[src/rtl/otgp_pkg.sv]
`default_nettype none
package otgp_pkg;

    localparam int unsigned CORDIC_STEPS_DEF = 16;
    localparam int unsigned ANGLE_BITS_DEF   = 16;
    localparam int unsigned TAB_LEN          = 24;
    localparam logic signed [39:0] POS_MAX   = 40'sh7F_FFFF_FFFF;
    localparam logic signed [39:0] POS_MIN   = 40'sh80_0000_0000;
    localparam logic signed [63:0] GAIN_Q30  = 64'sd652032875;
    localparam logic signed [17:0] COS_RESET = 18'sd65536;

    typedef struct packed {
        logic               kind;
        logic signed [15:0] quat_w;
        logic signed [15:0] quat_x;
        logic signed [15:0] quat_y;
        logic signed [15:0] quat_z;
        logic signed [31:0] odom_x;
        logic signed [31:0] odom_y;
        logic signed [39:0] fix_x;
        logic signed [39:0] fix_y;
        logic        [15:0] fix_heading;
        logic        [47:0] time_ms;
    } req_t;

    typedef struct packed {
        logic signed [39:0] out_x;
        logic signed [39:0] out_y;
        logic        [15:0] out_angle;
        logic        [47:0] out_time_ms;
    } rsp_t;

    typedef enum logic [3:0] {
        OP_LOAD   = 4'd0,
        OP_YAW0   = 4'd1,
        OP_VEC    = 4'd2,
        OP_ROT0   = 4'd3,
        OP_ROT    = 4'd4,
        OP_SC     = 4'd5,
        OP_MUL0   = 4'd6,
        OP_MUL1   = 4'd7,
        OP_MUL2   = 4'd8,
        OP_SUM    = 4'd9,
        OP_OUT    = 4'd10,
        OP_NONE   = 4'd11
    } op_t;

    typedef struct packed {
        op_t          op;
        logic [4:0]   step;
    } cmd_t;

    typedef struct packed {
        logic kind;
    } sts_t;

    function automatic logic [31:0] atan_raw(input logic [4:0] i);
        case (i)
            5'd0: atan_raw = 32'd536870912;  5'd1: atan_raw = 32'd316933406;
            5'd2: atan_raw = 32'd167458907;  5'd3: atan_raw = 32'd85004756;
            5'd4: atan_raw = 32'd42667331;   5'd5: atan_raw = 32'd21354465;
            5'd6: atan_raw = 32'd10679838;   5'd7: atan_raw = 32'd5340245;
            5'd8: atan_raw = 32'd2670163;    5'd9: atan_raw = 32'd1335087;
            5'd10: atan_raw = 32'd667544;    5'd11: atan_raw = 32'd333772;
            5'd12: atan_raw = 32'd166886;    5'd13: atan_raw = 32'd83443;
            5'd14: atan_raw = 32'd41722;     5'd15: atan_raw = 32'd20861;
            5'd16: atan_raw = 32'd10430;     5'd17: atan_raw = 32'd5215;
            5'd18: atan_raw = 32'd2608;      5'd19: atan_raw = 32'd1304;
            5'd20: atan_raw = 32'd652;       5'd21: atan_raw = 32'd326;
            5'd22: atan_raw = 32'd163;       5'd23: atan_raw = 32'd81;
            default: atan_raw = 32'd0;
        endcase
    endfunction

endpackage
`default_nettype wire

[src/rtl/otgp_ctrl.sv]
`default_nettype none
module otgp_ctrl
    import otgp_pkg::*;
#(
    parameter int unsigned CORDIC_STEPS = CORDIC_STEPS_DEF
)
(
    input  wire  logic clk,
    input  wire  logic rst_n,
    input  wire  logic in_valid,
    output logic       in_stall,
    output logic       out_valid,
    input  wire  logic out_stall,
    input  wire  sts_t sts,
    output cmd_t       cmd
);
    localparam int unsigned NSTEP = (CORDIC_STEPS < TAB_LEN) ? CORDIC_STEPS : TAB_LEN;
    localparam logic [4:0] LAST = 5'(NSTEP - 1);

    typedef enum logic [10:0] {
        S_IDLE = 11'b000_0000_0001,
        S_YAW0 = 11'b000_0000_0010,
        S_VEC  = 11'b000_0000_0100,
        S_ROT0 = 11'b000_0000_1000,
        S_ROT  = 11'b000_0001_0000,
        S_SC   = 11'b000_0010_0000,
        S_MUL0 = 11'b000_0100_0000,
        S_MUL1 = 11'b000_1000_0000,
        S_MUL2 = 11'b001_0000_0000,
        S_SUM  = 11'b010_0000_0000,
        S_OUT  = 11'b100_0000_0000
    } state_t;

    state_t     state_reg, state_next;
    logic [4:0] step_reg, step_next;
    logic       full_reg, full_next;

    assign in_stall  = (state_reg != S_IDLE);
    assign out_valid = full_reg;

    always_comb
    begin
        state_next = state_reg;
        step_next  = step_reg;
        full_next  = full_reg;
        cmd.op     = OP_NONE;
        cmd.step   = step_reg;
        if (full_reg && !out_stall)
        begin
            full_next = 1'b0;
        end
        case (state_reg)
            S_IDLE:
            begin
                if (in_valid)
                begin
                    cmd.op     = OP_LOAD;
                    state_next = S_YAW0;
                end
            end
            S_YAW0:
            begin
                cmd.op     = OP_YAW0;
                step_next  = 5'd0;
                state_next = S_VEC;
            end
            S_VEC:
            begin
                cmd.op    = OP_VEC;
                step_next = step_reg + 5'd1;
                if (step_reg == LAST)
                begin
                    state_next = sts.kind ? S_MUL0 : S_ROT0;
                end
            end
            S_ROT0:
            begin
                cmd.op     = OP_ROT0;
                step_next  = 5'd0;
                state_next = S_ROT;
            end
            S_ROT:
            begin
                cmd.op    = OP_ROT;
                step_next = step_reg + 5'd1;
                if (step_reg == LAST)
                begin
                    state_next = S_SC;
                end
            end
            S_SC:
            begin
                cmd.op     = OP_SC;
                state_next = S_MUL0;
            end
            S_MUL0:
            begin
                cmd.op     = OP_MUL0;
                state_next = S_MUL1;
            end
            S_MUL1:
            begin
                cmd.op     = OP_MUL1;
                state_next = S_MUL2;
            end
            S_MUL2:
            begin
                cmd.op     = OP_MUL2;
                state_next = S_SUM;
            end
            S_SUM:
            begin
                cmd.op     = OP_SUM;
                state_next = S_OUT;
            end
            S_OUT:
            begin
                if (!full_reg || !out_stall)
                begin
                    cmd.op     = OP_OUT;
                    full_next  = 1'b1;
                    state_next = S_IDLE;
                end
            end
            default: state_next = S_IDLE;
        endcase
    end

    always_ff @(posedge clk or negedge rst_n)
    begin
        if (!rst_n)
        begin
            state_reg <= S_IDLE;
            step_reg  <= 5'd0;
            full_reg  <= 1'b0;
        end
        else
        begin
            state_reg <= state_next;
            step_reg  <= step_next;
            full_reg  <= full_next;
        end
    end
endmodule
`default_nettype wire

[config.mk]
export PLATFORM = sky130hd
export DESIGN_NAME = otgp_ctrl
export DESIGN_NICKNAME = d
export VERILOG_FILES = /design/src/rtl/otgp_pkg.sv /design/src/rtl/otgp_ctrl.sv
export SDC_FILE = /design/constraint.sdc
export NUM_CORES = 1
export LEC_CHECK = 0
export BUFFER_PORTS_ARGS = -buffer_cell sky130_fd_sc_hd__buf_2
export CORE_MARGIN = 4
export CORE_UTILIZATION = 25
export CTS_BUF_LIST = sky130_fd_sc_hd__clkbuf_8 sky130_fd_sc_hd__clkbuf_16
export CTS_CLUSTER_DIAMETER = 150
export DETAILED_ROUTE_END_ITERATION = 8
export GPL_ROUTABILITY_DRIVEN = 0
export HOLD_SLACK_MARGIN = 0.06
export PLACE_DENSITY = 0.52
export SLEW_MARGIN = 0
export SYNTH_ARGS = -nofsm -noshare
export SYNTH_HDL_FRONTEND = slang
export SYNTH_SLANG_ARGS = --single-unit
[constraint.sdc]
create_clock -name clk -period 4.2 [get_ports clk]
set_clock_uncertainty 0.2 [all_clocks]
set_input_delay 0.42 -clock clk [delete_from_list [all_inputs] [get_ports clk]]
set_output_delay 0.42 -clock clk [all_outputs]
set_load 0.02 [all_outputs]
==> summary.txt, run 1 <==
Clocking
  • Post-CTS sizing: 0
  • Setup bufs post-CTS: 0
  • Clock Path Buffers: 2
  • H-tree depth: 1
  • Clk sink count: 17
  • Root Buffer Master: clkbuf_8
  • CTS Buf Count: 3
  • Clk slew on worst S/H paths: 0.07 ns
  • Hold buffers post-CTS: 1
  • CTS tree: yes
  • Clock latency on the worst-skew pair: 0.26 ns

Power
  • Power Dens Cells: 571.7 nW/um^2
  • Power consumption: 783.9 uW
  • Peak VDD IR: 0.2154 mV
  • Leakage: 0.6269 nW

Route
  • Total vias in the final route: 1075
  • First-pass iteration count of the detailed router: 4
  • ANT nets after route: 0
  • Via density: 4.931
  • Drt wl/cell: 13.65 um
  • Total Routed Length: 2.976 mm
  • DR DRC count: 0
  • Drt first-iter violations: 66

Place
  • Dpl hpwl: 2.149 mm
  • Dpl cells: 213
  • Port bufs: 15
  • Pre-CTS setup slack: 1.559 ns

Worst hold path
  • Hold Path Origin: sts
  • Hold Crit Class: in2reg

Global route
  • Vias in the first global route: 1023
  • Initial antenna violation count: 0
  • GRT Residual Overflow: 0
  • GRT Total Usage: 0.1059
  • First-pass GRT wire length: 5.112 mm
  • Largest net degree at the start of global routing: 18

Floorplanning
  • Die H: 77.93 um
  • Initial core utilization: 0.2588
  • Die area: 6072 um^2
  • Total I/O pin count: 16
  • Die X: 77.93 um
  • Site row count: 25
  • Total core area: 4723 um^2

Outcome
  • Status: complete, no violations

Setup path
  • Critical path class: reg2out
  • Reg2reg start: state_reg[2]
  • Worst Setup Start Kind: flop
  • Worst setup startpoint: state_reg[2]
  • CP Capture Type: output port
  • WP data arrival: 2.32 ns
  • Crit Path Max Fanout: 12
  • Worst EP required: 3.58 ns

Job
  • Maximum Capacitance Violations: 0

Layout
  • Max FFs per register: 11
  • Area grow syn2layout: 12.18%
  • Most common cell after layout, fill and taps aside: nor2_1
  • Final cell count without fillers: 218
  • Layout net count: 159
  • Most frequent cells in the layout: nor2_1 (17), dfrtp_1 (16), buf_2 (15), o21ai_0 (12), nand2_1 (11)
  • Diode count: 0
  • Layout cells sized above 1: 0.1722

STA
  • RSZ-0062 raised after global routing: no
  • Max Slew Vio Count: 0
  • Final setup violating endpoints: 0
  • Final WS setup: 1.255 ns
  • Slew @ Worst Pin: 0.4439 ns
  • Fmax: 0.3396 GHz
  • Setup TNS: 0 ns
  • Tcrit/Tclk final: 0.7011
  • Max-Slew Margin vs Limit: 0.7041
  • Final Hold Viols: 0
  • Min Tclk post-route: 2.945 ns

Yosys
  • Yosys cell types: 47
  • Leading post-synthesis cells by cell area: dfrtp_1 (33%), nor2_1 (5.2%), o21ai_0 (4.9%), xor2_1 (3.6%), nand2_1 (3.4%)
  • Yosys reg bits: 17
  • Post-synth EDFFs: 0
  • Warnings, synthesis: 0
  • Avg Cell Area, Syn: 8.609 um^2
  • Mapped Nets: 149
  • Yosys top cell by area: dfrtp_1
  • Netlist Area Pre-Place: 1222 um^2
  • Post-Syn Instances: 142
  • Dominant synthesized flop cell: dfrtp_1
  • Synth top area share: 0.3275
  • Asr flop ratio synth: 1.000
  • Seq/Total Area, Yosys: 0.3490
[cells in the mapped netlist (2+ instances only)]
library cell,number
nor3_1,8
mux2i_1,2
o21ai_0,12
nor4b_1,2
nor3_4,2
clkbuf_1,3
nand3b_1,2
nor2b_1,3
a32o_1,3
inv_1,6
and3_1,3
dfrtp_1,16
nand3_1,5
buf_2,5
ha_1,2
xor2_1,5
nor4_1,4
buf_6,2
nor2_1,17
nand2_1,11
or3_1,2
xnor2_1,2
[routing by layer]
| metal | GRT usage | vias to the layer above | share of wire |
|---|---|---|---|
| met5 | 0 | - | 0 |
| met4 | 0.05245 | 0 | 0.024 |
| met3 | 0.02900 | 5 | 0.041 |
| met2 | 0.1490 | 19 | 0.44 |
| met1 | 0.1471 | 508 | 0.49 |
| li1 | - | 543 | - |
[area by class of cell]
type | count | area (um^2)
sequential | 17 | 426.7
timing repair buffer | 16 | 85.08
clock inverter | 1 | 5.005
tap | 67 | 83.83
multi-input combinational | 108 | 706.9
inverter | 6 | 22.52
fill | 512 | 3352
clock buffer | 3 | 41.29
[worst paths after layout]
| kind | cells past startpoint | endpoint | slack [ns] |
|---|---|---|---|
| worst max-delay path | 6 | cmd[6] | 1.26 |
| worst min-delay path | 2 | state_reg[3] | 0.14 |
| worst max register to register | 5 | state_reg[6] | 2.03 |
| worst min register to register | 1 | step_reg[2] | 0.32 |
| max in group asynchronous | 2 | state_reg[0] | 3.05 |
| min in group asynchronous | 2 | step_reg[2] | 0.42 |
[worst max-delay path, cell delays in order, from the launching register on]
cell	delay [ns]
dfrtp_1	0.52
or2_1	0.42
nor3_4	0.27
and4_1	0.25
nor3_1	0.09
a221o_1	0.35
buf_2	0.16
[cells by family (layout without fill, tap and decap cells)]
| family | count (synthesis) | count (layout) | synth area share |
|---|---|---|---|
| AND/OR/NAND/NOR | 68 | 68 | 0.3245 |
| AO/OA/AOI/OAI | 29 | 29 | 0.1668 |
| flip-flops | 17 | 17 | 0.3490 |
| buffers and inverters | 17 | 26 | 0.07267 |
| XOR/XNOR | 7 | 7 | 0.05015 |
| adder cells (fa/ha/maj) | 2 | 2 | 0.02047 |
| multiplexers | 2 | 2 | 0.01638 |
[stage by stage]
stage / utilization / area, um^2 / hold slack (ns)
after floorplan: - / 1222 / -0.07559
after global placement: 0.2784 / 1315 / 0.1790
after detailed placement: 0.2784 / 1315 / 0.1825
after CTS: 0.2903 / 1371 / 0.1331
after global routing: 0.2903 / 1371 / 0.1423
final: 0.2903 / 1371 / 0.1403
[report_power, final]
group,internal [mW],leakage [nW],switching [mW]
clock,0.0661,0.0255,0.0626
sequential,0.191,0.231,0.0634
combinational,0.157,0.370,0.244
total,0.414,0.627,0.370
Power figures use the tool's default switching activity.
==> run 2, diff against run 1 <==
clock period = 2.9 ns   (was 4.2 ns; I/O delays follow)
==> summary.txt, run 2 (synthesis results as in run 1) <==
Job
  • Maximum Capacitance Violations: 0 (unchanged)

STA
  • Final Hold Viols: 0 (unchanged)
  • Final setup violating endpoints: 0 (unchanged)
  • Tcrit/Tclk final: 0.9421
  • Min Tclk post-route: 2.732 ns
  • RSZ-0062 raised after global routing: no
  • Setup TNS: 0 ns (unchanged)
  • Slew @ Worst Pin: 0.4199 ns (-0.02395 ns)
  • Final WS setup: 0.1680 ns (-1.087 ns)
  • Fmax: 0.3660 GHz
  • WHS: 0.07739 ns (-0.06294 ns)
  • Max-Slew Margin vs Limit: 0.7179 (+0.01381)
  • Max Slew Vio Count: 0 (unchanged)

Setup path
  • Critical path class: reg2out
  • WP data arrival: 2.24 ns (-0.08 ns)
  • Worst Setup Start Kind: flop
  • Reg2reg start: state_reg[2]
  • Worst path cell trace: xor2_1 > o2111ai_1 > nor3_1 > nor3_2 > a221o_1 > buf_2
  • Worst setup startpoint: state_reg[7]
  • Worst EP required: 2.41 ns (-1.17 ns)
  • Critical path's largest stage delay: 0.60 ns (+0.08 ns)
  • Reg2Reg Setup Slack: 0.84 ns (-1.19 ns)
  • R2R Path End: state_reg[6]
  • FF-to-FF path depth: 6 (+1)
  • CP max-delay cell: dfrtp_1
  • CP Capture Type: output port
  • Crit Path Max Fanout: 11 (-1)

Power
  • Leakage: 0.6656 nW (+6.2%)
  • Peak VDD IR: 0.3486 mV (+62%)
  • Power consumption: 1.188 mW (+52%)
  • Power Dens Cells: 820.1 nW/um^2 (+43%)

Clocking
  • CTS tree: yes
  • CTS Buf Count: 3 (unchanged)
  • Clock latency on the worst-skew pair: 0.26 ns (about the same)
  • Clock Path Buffers: 2 (unchanged)
  • Clk sink count: 17 (unchanged)
  • Clk slew on worst S/H paths: 0.07 ns (about the same)
  • Root Buffer Master: clkbuf_8
  • H-tree depth: 1 (unchanged)

Route
  • Via density: 4.969 (+0.77%)
  • DR DRC count: 0 (unchanged)
  • Drt wl/cell: 14.04 um (+2.9%)
  • Drt first-iter violations: 69 (+4.5%)
  • First-pass iteration count of the detailed router: 4 (unchanged)
  • Total vias in the final route: 1123 (+4.5%)
  • Total Routed Length: 3.174 mm (+6.7%)
  • ANT nets after route: 0 (unchanged)

Layout
  • Register Area: 427.9 um^2 (+0.29%)
  • Layout fillers: 500 (-2.3%)
  • Area grow syn2layout: 18.53%
  • Layout cells sized above 1: 0.2327 (+0.06052)
  • Most frequent cells in the layout: nor2_1 (17), buf_2 (15), dfrtp_1 (15), o21ai_0 (12), nand2_1 (11)
  • Layout net count: 167 (+5.0%)
  • Max FFs per register: 11 (unchanged)
  • Diode count: 0 (unchanged)
  • Area of the multi-input gates: 720.7 um^2 (+1.9%)
  • Final Util: 0.3068 (+0.01642)
  • Most common cell after layout, fill and taps aside: nor2_1

Worst hold path
  • Hold Path Origin: out_stall
  • Hold endpoint: out_valid
  • WHS Path Cells: 2 (unchanged)
  • Hold Crit Class: in2reg

Global route
  • Largest net degree at the start of global routing: 18 (unchanged)
  • GRT Total Usage: 0.1090 (+0.003156)
  • Vias in the first global route: 1069 (+4.5%)
  • GRT Residual Overflow: 0 (unchanged)
  • Initial antenna violation count: 0 (unchanged)
  • First-pass GRT wire length: 5.271 mm (+3.1%)

Floorplanning
  • Total core area: 4723 um^2 (unchanged)
  • Die X: 77.93 um (unchanged)
  • Site row count: 25 (unchanged)
  • Die H: 77.93 um (unchanged)
  • Die area: 6072 um^2 (unchanged)
  • Initial core utilization: 0.2588 (unchanged)
  • Total I/O pin count: 16 (unchanged)

Outcome
  • Status: complete, no violations

Place
  • Pre-CTS setup slack: 0.3842 ns (-1.175 ns)
  • Port bufs: 15 (unchanged)
  • Dpl hpwl: 2.280 mm (+6.1%)
## run 2: changes by cell type in the layout (fill, tap and decap cells not counted)
cell           change
nor4_2             +1
nor3_2             +1
dfrtp_1            -1
or2_1              -1
dfrtp_2            +1
dlygate4sd3_1      +1
buf_4              +7
or2_4              +1
nor4_1             -1
nor3_1             -1
## run 2: power breakdown
| group | total (mW) | switching (mW) | leakage [nW] | internal, mW |
|---|---|---|---|---|
| Sequential | 0.372 | 0.0939 | 0.230 | 0.278 |
| Clock | 0.183 | 0.0878 | 0.0255 | 0.0955 |
| Combinational | 0.633 | 0.370 | 0.410 | 0.263 |
## run 2: worst max-delay path by stage
stage	slack, ns	cells after the start	end
2_1_floorplan	0.70	7	cmd[6]
3_3_place_gp	0.39	6	cmd[6]
3_5_place_dp	0.38	6	cmd[6]
4_1_cts	0.09	6	cmd[6]
5_1_grt	0.06	6	cmd[6]
6_report	0.17	6	cmd[6]
## run 2: final cells by class
class                   instances  share of cell area
multi-input cells             108              0.4974
flip-flops and latches         17              0.2953
repair buffers                 24              0.1019
well taps                      67             0.05786
clock buffers                   3             0.02850
inverters                       6             0.01554
clock inverters                 1            0.003454
## run 2: what timing repair did
action	4_1_cts	5_1_grt
hold endpoints to repair	17	0
gates resized for setup	0	4
setup endpoints to repair	0	3
setup buffers	0	2
hold buffers	2	0
## run 2: stage by stage
step | instances | cell area, um^2
finish | 226 | 1449
global route | 226 | 1449
CTS | 224 | 1419
detailed placement | 218 | 1353
global placement | 218 | 1353
floorplan | 142 | 1222
## run 2: per-layer routing
layer  vias up  GRT usage  part of all wire
met1       542     0.1493              0.48
met2        27     0.1678              0.47
met4         0    0.02797            0.0095
met3         2    0.03132             0.039
met5         -          0                 0
li1        552          -                 -
## run 2: critical path, delay by kind of cell, from the launching register on
family	cells	cell delay [ns]
flops	1	0.60
compound gates	2	0.48
xor+xnor	1	0.28
simple gates	2	0.47
buf+inv	1	0.16
==> run 3, diff against run 2 <==
HOLD_SLACK_MARGIN = 0.1   (was 0.06)
==> summary.txt, run 3 (synthesis results as in run 1) <==
Outcome
  • Status: complete, no violations

Layout
  • Layout fillers: 499 (-0.20%)
  • Diode count: 0 (unchanged)
  • Most frequent cells in the layout: nor2_1 (17), buf_2 (15), dfrtp_1 (15), o21ai_0 (12), nand2_1 (11)
  • Layout net count: 168 (+0.60%)
  • Most common cell after layout, fill and taps aside: nor2_1
  • Area grow syn2layout: 19.35%
  • Max FFs per register: 11 (unchanged)
  • Layout cells sized above 1: 0.2313 (-0.001454)

Global route
  • First-pass GRT wire length: 5.285 mm (+0.27%)
  • GRT Residual Overflow: 0 (unchanged)
  • Initial antenna violation count: 0 (unchanged)
  • Vias in the first global route: 1072 (+0.28%)
  • GRT Total Usage: 0.1092 (+0.0002428)
  • Largest net degree at the start of global routing: 18 (unchanged)

Route
  • Via density: 4.912 (-1.1%)
  • DR DRC count: 0 (unchanged)
  • Drt wl/cell: 13.97 um (-0.50%)
  • Total Routed Length: 3.172 mm (about the same)
  • First-pass iteration count of the detailed router: 4 (unchanged)
  • ANT nets after route: 0 (unchanged)
  • Drt first-iter violations: 96 (+39%)
  • Total vias in the final route: 1115 (-0.71%)

Floorplanning
  • Site row count: 25 (unchanged)
  • Initial core utilization: 0.2588 (unchanged)
  • Die area: 6072 um^2 (unchanged)
  • Total core area: 4723 um^2 (unchanged)
  • Die X: 77.93 um (unchanged)
  • Die H: 77.93 um (unchanged)
  • Total I/O pin count: 16 (unchanged)

Power
  • Switching power share of the total: 0.4640 (-0.0005911)
  • Psw: 551.5 uW (about the same)
  • Reg power frac: 0.313 (about the same)
  • Peak VDD IR: 0.3485 mV (about the same)
  • Power Dens Cells: 814.7 nW/um^2 (-0.65%)
  • Comb power frac: 0.533 (about the same)
  • Int Pwr: 637.1 uW (+0.14%)
  • Leakage: 0.6698 nW (+0.63%)
  • Clock share of power: 0.154 (about the same)
  • Power consumption: 1.189 mW (about the same)

Place
  • Port bufs: 15 (unchanged)
  • Dpl hpwl: 2.280 mm (unchanged)

Worst hold path
  • Hold endpoint: state_reg[0]
  • Hold Crit Class: in2reg
  • WHS Path Cells: 3 (+1)
  • Hold Path Origin: in_valid

Clocking
  • CTS Buf Count: 3 (unchanged)
  • H-tree depth: 1 (unchanged)
  • Clock Path Buffers: 2 (unchanged)
  • Clk slew on worst S/H paths: 0.07 ns (about the same)
  • Clock latency on the worst-skew pair: 0.26 ns (about the same)
  • CTS tree: yes
  • Root Buffer Master: clkbuf_8
  • Clk sink count: 17 (unchanged)

STA
  • Setup TNS: 0 ns (unchanged)
  • Final setup violating endpoints: 0 (unchanged)
  • Slew @ Worst Pin: 0.4288 ns (+0.008926 ns)
  • RSZ-0062 raised after global routing: no
  • Max-Slew Margin vs Limit: 0.7141 (-0.003796)
  • Min Tclk post-route: 2.737 ns (+0.004890 ns)
  • Fmax: 0.3654 GHz (-0.18%)
  • WHS: 0.2502 ns (+0.1728 ns)
  • Final Hold Viols: 0 (unchanged)
  • Tcrit/Tclk final: 0.9437 (+0.001686)
  • Max Slew Vio Count: 0 (unchanged)

Setup path
  • R2R Path End: state_reg[6]
  • WP data arrival: 2.25 ns (about the same)
  • Reg2Reg Setup Slack: 0.84 ns (about the same)
  • Worst EP required: 2.41 ns (about the same)
  • Worst Setup Start Kind: flop
  • Crit Path Max Fanout: 11 (unchanged)
  • FF-to-FF path depth: 6 (unchanged)
  • Worst setup startpoint: state_reg[7]
  • Reg2reg start: state_reg[2]
  • Critical path class: reg2out
  • CP Capture Type: output port

Job
  • Maximum Capacitance Violations: 0 (unchanged)
[run 3: routing by layer]
metal / share of wire / track usage / vias up
li1: - / - / 553
met1: 0.48 / 0.1500 / 526
met2: 0.47 / 0.1678 / 34
met3: 0.047 / 0.03132 / 2
met4: 0.0095 / 0.02797 / 0
met5: 0 / 0 / -
[run 3: power by group through the flow]
stage,sequential (mW),clock [mW],combinational [mW]
floorplan,0.319,0,0.500
global placement,0.372,0,0.602
detailed placement,0.374,0,0.594
CTS,0.371,0.193,0.602
global route,0.384,0.199,0.699
finish,0.372,0.183,0.633
[run 3: critical path: stages (launching register included)]
cell and delay, ns:
dfrtp_1 0.61, xor2_1 0.29, o2111ai_1 0.14, nor3_1 0.34
nor3_2 0.12, a221o_1 0.34, buf_2 0.16
[run 3: worst max-delay path by stage]
stage | to | slack [ns] | depth (start not counted)
3_5_place_dp | cmd[6] | 0.38 | 6
5_1_grt | cmd[6] | 0.06 | 6
3_3_place_gp | cmd[6] | 0.39 | 6
2_1_floorplan | cmd[6] | 0.70 | 7
4_1_cts | cmd[6] | 0.09 | 6
6_report | cmd[6] | 0.16 | 6
[run 3: metrics by stage]
step | area, um^2 | util | instances | setup slack (ns)
final | 1459 | 0.3089 | 227 | 0.1631
after global placement | 1353 | 0.2864 | 218 | 0.3943
after detailed placement | 1353 | 0.2864 | 218 | 0.3842
after CTS | 1429 | 0.3025 | 225 | 0.09168
after floorplan | 1222 | - | 142 | 0.6957
after global routing | 1459 | 0.3089 | 227 | 0.05890
[run 3: final cells by class]
class                      count  area (um^2)  share of cell area
sequential                    17        427.9              0.2933
tap                           67        83.83             0.05746
multi-input combinational    108        720.7              0.4940
timing repair buffer          25        157.7              0.1081
clock inverter                 1        5.005            0.003431
inverter                       6        22.52             0.01544
clock buffer                   3        41.29             0.02830
[run 3: timing repair]
item,in CTS,in global routing
endpoints found under the setup margin,0,3
hold buffers,3,0
resized for setup,0,4
endpoints found under the hold margin,19,0
buffers inserted,0,2
